File: src/design/chip8_pkg.sv
package chip8_pkg;

    localparam int MEM_BYTES   = 4096;
    localparam int MEM_AW      = $clog2(MEM_BYTES);
    localparam int STACK_DEPTH = 16;
    localparam int STK_AW      = $clog2(STACK_DEPTH);
    localparam int DEPTH_W     = $clog2(STACK_DEPTH + 1);
    localparam int SCREEN_W    = 64;
    localparam int SCREEN_H    = 32;
    localparam int FB_AW       = $clog2(SCREEN_H);
    localparam int XPOS_W      = $clog2(SCREEN_W);

    localparam logic [11:0] PC_RESET   = 12'd512;
    localparam logic [11:0] FONT_RESET = 12'd80;

    // config register indexes
    localparam logic CFG_FONT_BASE = 1'b0;

    // actions
    localparam logic [1:0] ACT_EXEC  = 2'd0;
    localparam logic [1:0] ACT_LOAD  = 2'd1;
    localparam logic [1:0] ACT_FRAME = 2'd2;
    localparam logic [1:0] ACT_READ  = 2'd3;

    // top opcode nibbles
    localparam logic [3:0] OP_SYS  = 4'h0;
    localparam logic [3:0] OP_JP   = 4'h1;
    localparam logic [3:0] OP_CALL = 4'h2;
    localparam logic [3:0] OP_SEI  = 4'h3;
    localparam logic [3:0] OP_SNEI = 4'h4;
    localparam logic [3:0] OP_SER  = 4'h5;
    localparam logic [3:0] OP_LDI  = 4'h6;
    localparam logic [3:0] OP_ADDI = 4'h7;
    localparam logic [3:0] OP_ALU  = 4'h8;
    localparam logic [3:0] OP_SNER = 4'h9;
    localparam logic [3:0] OP_LDX  = 4'hA;
    localparam logic [3:0] OP_JPV0 = 4'hB;
    localparam logic [3:0] OP_RND  = 4'hC;
    localparam logic [3:0] OP_DRW  = 4'hD;
    localparam logic [3:0] OP_KEY  = 4'hE;
    localparam logic [3:0] OP_MISC = 4'hF;

    localparam logic [15:0] OPW_CLS = 16'h00E0;
    localparam logic [15:0] OPW_RET = 16'h00EE;

    localparam logic [7:0] KEY_SKP  = 8'h9E;
    localparam logic [7:0] KEY_SKNP = 8'hA1;

    localparam logic [7:0] F_GETDT = 8'h07;
    localparam logic [7:0] F_WAITK = 8'h0A;
    localparam logic [7:0] F_SETDT = 8'h15;
    localparam logic [7:0] F_SETST = 8'h18;
    localparam logic [7:0] F_ADDI  = 8'h1E;
    localparam logic [7:0] F_FONT  = 8'h29;
    localparam logic [7:0] F_BCD   = 8'h33;
    localparam logic [7:0] F_STORE = 8'h55;
    localparam logic [7:0] F_LOAD  = 8'h65;

    // 8xyN sub-ops
    localparam logic [3:0] ALU_MOV = 4'h0;
    localparam logic [3:0] ALU_OR  = 4'h1;
    localparam logic [3:0] ALU_AND = 4'h2;
    localparam logic [3:0] ALU_XOR = 4'h3;
    localparam logic [3:0] ALU_ADD = 4'h4;
    localparam logic [3:0] ALU_SUB = 4'h5;
    localparam logic [3:0] ALU_SHR = 4'h6;
    localparam logic [3:0] ALU_RSB = 4'h7;
    localparam logic [3:0] ALU_SHL = 4'hE;

    typedef struct packed {
        logic [1:0]  action;
        logic [15:0] instr_word;
        logic [7:0]  random_byte;
        logic [15:0] keys_down;
        logic [7:0]  delay_now;
        logic [11:0] mem_address;
        logic [7:0]  mem_data;
        logic [4:0]  frame_row;
    } in_t;

    typedef struct packed {
        logic [11:0] pc_now;
        logic [11:0] index_now;
        logic [7:0]  flag_reg;
        logic        delay_set;
        logic [7:0]  delay_value;
        logic        sound_set;
        logic [7:0]  sound_value;
        logic        key_wait;
        logic [63:0] read_data;
    } out_t;

    typedef struct packed {
        logic       valid;
        logic       has_flag;
        logic       flag;
        logic [7:0] res;
    } alu_t;

endpackage

File: src/design/chip8_alu.sv
module chip8_alu (
    input  logic [3:0]      op_n,
    input  logic [7:0]      vx,
    input  logic [7:0]      vy,
    input  logic            x_is_f,
    input  logic            y_is_f,
    output chip8_pkg::alu_t alu
);
    import chip8_pkg::*;

    logic [8:0] sum;
    logic [7:0] a;
    logic [7:0] b;

    // flag-first ops: a VF operand sees the new flag
    always_comb
    begin
        sum = {1'b0, vx} + {1'b0, vy};
        alu = '0;
        a   = vx;
        b   = vy;
        alu.valid = 1'b1;
        case (op_n)
            ALU_MOV: alu.res = vy;
            ALU_OR:  alu.res = vx | vy;
            ALU_AND: alu.res = vx & vy;
            ALU_XOR: alu.res = vx ^ vy;
            ALU_ADD:
            begin
                alu.has_flag = 1'b1;
                alu.flag     = sum[8];
                alu.res      = sum[7:0];
            end
            ALU_SUB:
            begin
                alu.has_flag = 1'b1;
                alu.flag     = vx >= vy;
                a = x_is_f ? {7'b0, alu.flag} : vx;
                b = y_is_f ? {7'b0, alu.flag} : vy;
                alu.res = a - b;
            end
            ALU_SHR:
            begin
                alu.has_flag = 1'b1;
                alu.flag     = vx[0];
                a = x_is_f ? {7'b0, alu.flag} : vx;
                alu.res = a >> 1;
            end
            ALU_RSB:
            begin
                alu.has_flag = 1'b1;
                alu.flag     = vy >= vx;
                a = x_is_f ? {7'b0, alu.flag} : vx;
                b = y_is_f ? {7'b0, alu.flag} : vy;
                alu.res = b - a;
            end
            ALU_SHL:
            begin
                alu.has_flag = 1'b1;
                alu.flag     = vx[7];
                a = x_is_f ? {7'b0, alu.flag} : vx;
                alu.res = a << 1;
            end
            default: alu.valid = 1'b0;
        endcase
    end

endmodule

File: config.mk
export PLATFORM = sky130hd
export DESIGN_NAME = chip8_alu
export DESIGN_NICKNAME = d
export VERILOG_FILES = /design/src/design/chip8_pkg.sv /design/src/design/chip8_alu.sv
export SDC_FILE = /design/constraint.sdc
export NUM_CORES = 1
export LEC_CHECK = 0
export ABC_AREA = 1
export BUFFER_PORTS_ARGS = -buffer_cell sky130_fd_sc_hd__buf_2
export CORE_ASPECT_RATIO = 0.6
export CORE_MARGIN = 2
export CORE_UTILIZATION = 50
export DETAILED_ROUTE_END_ITERATION = 10
export PLACE_DENSITY = 0.72
export SYNTH_ARGS = -nofsm -noshare
export SYNTH_HDL_FRONTEND = slang
export SYNTH_SLANG_ARGS = --single-unit
export TNS_END_PERCENT = 5
File: constraint.sdc
create_clock -name vclk -period 6.35
set_clock_uncertainty 0.05 [all_clocks]
set_input_delay 0.635 -clock vclk [all_inputs]
set_output_delay 0.635 -clock vclk [all_outputs]
set_load 0.1 [all_outputs]
==> results.yml <==
route:
  route.final.wire_length_um: 6200
  vias_per_cell: 5.16
  dr.first_iter.drc_count: 187
  detailedRoute.firstPassIterationCount: 5
  antenna_violating_nets_post_route: 0
  detail_route.wl_per_cell_um: 12.7
  route.vias.total: 2517
  remaining_drc_errors: 0
sta:
  worst_slack_ns: 2.02
  fmaxAchievable_mhz: 231
  totalNegativeSetupSlack_ns: 0
  minimum_clock_period_ns: 4.33
  grt_setup_unrepaired: "no"
  maxSlewViolCount: 0
  tightestPinTransition_ns: 0.693
  timing.final.crit_share_pct: 68.2
  setup_viol: 0
  slew_headroom_pct: 53.6
  final.hold.worst_slack_ns: 1.70
  final_hold_viol_count: 0
setup_path:
  critical_path_data_arrival_time_ns: 3.64
  critPathRequiredTime_ns: 5.66
  worst-path-max-fanout: 5
  cp-start-kind: "input pin"
  timing.critical_path.to_type: "output pin"
  critPathCapture: "alu[6]"
  timing_worst_setup_path_type: "input pin to output pin"
  timing.critical_path.from: "vx[7]"
floorplan:
  overall_die_width_um: 87.6
  die_height_um: 54.2
  floorplan.core_area_um2: 4080
  die_area_um2: 4750
  io-pin-count: 33
  rows: 18
  floorplan.initialDensity_pct: 51.4
global_route:
  via_count_of_the_first_global_routing_pass: 2143
  grt_first_pass_wirelength_um: 10200
  grt_start_max_net_pins: 13
  grt_overflow: 0
  grt_antenna_before_repair: 0
  grt.total_usage_pct: 27.7
finish:
  post-route-cell-area_um2: 2330
  seq_area_um2: 0
  finalNetCount: 495
  post_route_cells_drive_above_1_share_pct: 11.0
  antennaDiodeCount: 0
  syn2layout_area_growth_pct: 11.0
  leading_cell_type_in_the_layout_fill_and_taps_excluded: "sky130_fd_sc_hd__nand2_1"
  sequential_cell_total: 0
  layoutNonFillerInstCount: 488
  final.fill_count: 449
  nClkBuffers: 0
  mostFrequentLayoutCells: "129 x sky130_fd_sc_hd__nand2_1, 82 x sky130_fd_sc_hd__inv_1, 40 x sky130_fd_sc_hd__ha_1"
placed_design:
  postPlaceCellArea_um2: 2330
  place_inst: 488
  dp_worst_setup_slack_ns: 2.07
  final_weighted_congestion_in_routability_driven_placement: 0.914
  port_buffers: 33
  detailed_place_hpwl_um: 5300
run_status:
  outcome: "finished, final reports clean"
yosys:
  postSynthNetCount: 462
  synth_top_area_share_pct: 23.9
  synth_seq_area_share_pct: 0
  synth_area_leaders: "sky130_fd_sc_hd__ha_1 24%, sky130_fd_sc_hd__nand2_1 23%, sky130_fd_sc_hd__inv_1 15%"
  syn-mean-instance-area_um2: 5.28
  yosys_warnings: 0
  postSynthCellCount: 397
  mappedNetlistArea_um2: 2100
  ys_types: 23
  synth_top_cell_by_area: "sky130_fd_sc_hd__ha_1"
cts:
  cts-resized-gates: 0
  postCtsHoldBufs: 0
  post_cts_setup_driven_buffer_insertion_count: 0
power_and_ir_drop:
  power.density_cell_area_nw_per_um2: 97.7
  vdd_ir_drop_max_mv: 0.0630
  power.static_leakage_nw: 1.39
job:
  cap_violations: 0
hold_path:
  hold_path_class: "input pin to output pin"
  worst_hold_path_cells: 3
how the worst min path moves through the flow:
stage,start,end,slack [ns]
2_1_floorplan,op_n[2],alu[9],1.87
3_3_place_gp,op_n[3],alu[10],1.68
3_5_place_dp,op_n[3],alu[10],1.69
4_1_cts,op_n[3],alu[10],1.69
5_1_grt,op_n[3],alu[10],1.72
6_report,op_n[3],alu[10],1.70
cells by family after synthesis:
kind of cell,count (synthesis),synth area share (%)
compound gates,42,10.9
fa+ha+maj,43,26.7
buf+inv,86,15.5
simple gates,226,46.8
report_power, final:
group          switching (W)  leakage [nW]  internal (W)
Sequential                 0             0             0
Clock                      0             0             0
Combinational       0.000167          1.39     0.0000601
metrics by stage:
stage / power [W] / utilization [%]
final: 0.000227 / 57.1
after global routing: 0.000252 / 57.1
after CTS: 0.000224 / 57.1
after detailed placement: 0.000223 / 57.1
after global placement: 0.000222 / 57.1
after floorplan: 0.000175 / -
worst max-delay path, stage by stage:
cell,delay (ns)
sky130_fd_sc_hd__buf_2,0.13
sky130_fd_sc_hd__inv_1,0.08
sky130_fd_sc_hd__ha_1,0.35
sky130_fd_sc_hd__inv_1,0.11
sky130_fd_sc_hd__nand2_1,0.07
sky130_fd_sc_hd__nor3_1,0.21
sky130_fd_sc_hd__nand2_1,0.11
sky130_fd_sc_hd__nand3_1,0.13
sky130_fd_sc_hd__nand2_1,0.05
sky130_fd_sc_hd__o21ai_0,0.11
sky130_fd_sc_hd__ha_1,0.19
sky130_fd_sc_hd__inv_1,0.05
sky130_fd_sc_hd__fa_1,0.37
sky130_fd_sc_hd__nand2_1,0.11
sky130_fd_sc_hd__nor2_1,0.09
sky130_fd_sc_hd__nand2_1,0.09
sky130_fd_sc_hd__nand3_1,0.07
sky130_fd_sc_hd__nand2_1,0.06
sky130_fd_sc_hd__nand3_1,0.07
sky130_fd_sc_hd__nand4_1,0.10
sky130_fd_sc_hd__buf_2,0.43
synth_stat cells (all sizes together):
| master | number |
|---|---|
| a21o | 1 |
| a21oi | 17 |
| buf | 2 |
| fa | 3 |
| ha | 40 |
| inv | 84 |
| nand2 | 131 |
| nand3 | 37 |
| nand3b | 5 |
| nand4 | 8 |
| nor2 | 37 |
| nor3 | 5 |
| o2111ai | 1 |
| o211ai | 3 |
| o21ai | 16 |
| o22ai | 4 |
| or2 | 3 |
routing by layer:
metal	vias to the layer above	track usage, %	part of all wire (%)
met5	-	0	0
met4	0	0.256	0
met1	1085	43.0	50
li1	1306	-	-
met3	0	1.84	9.1
met2	126	44.1	40
area by class of cell:
type | instances | area [um^2] | area share [%]
multi-input combinational | 311 | 1770 | 76.1
inverter | 84 | 315 | 13.5
timing repair buffer | 33 | 165 | 7.10
tap | 60 | 75.1 | 3.23
No activity file was read; power rests on OpenSTA's default activity.
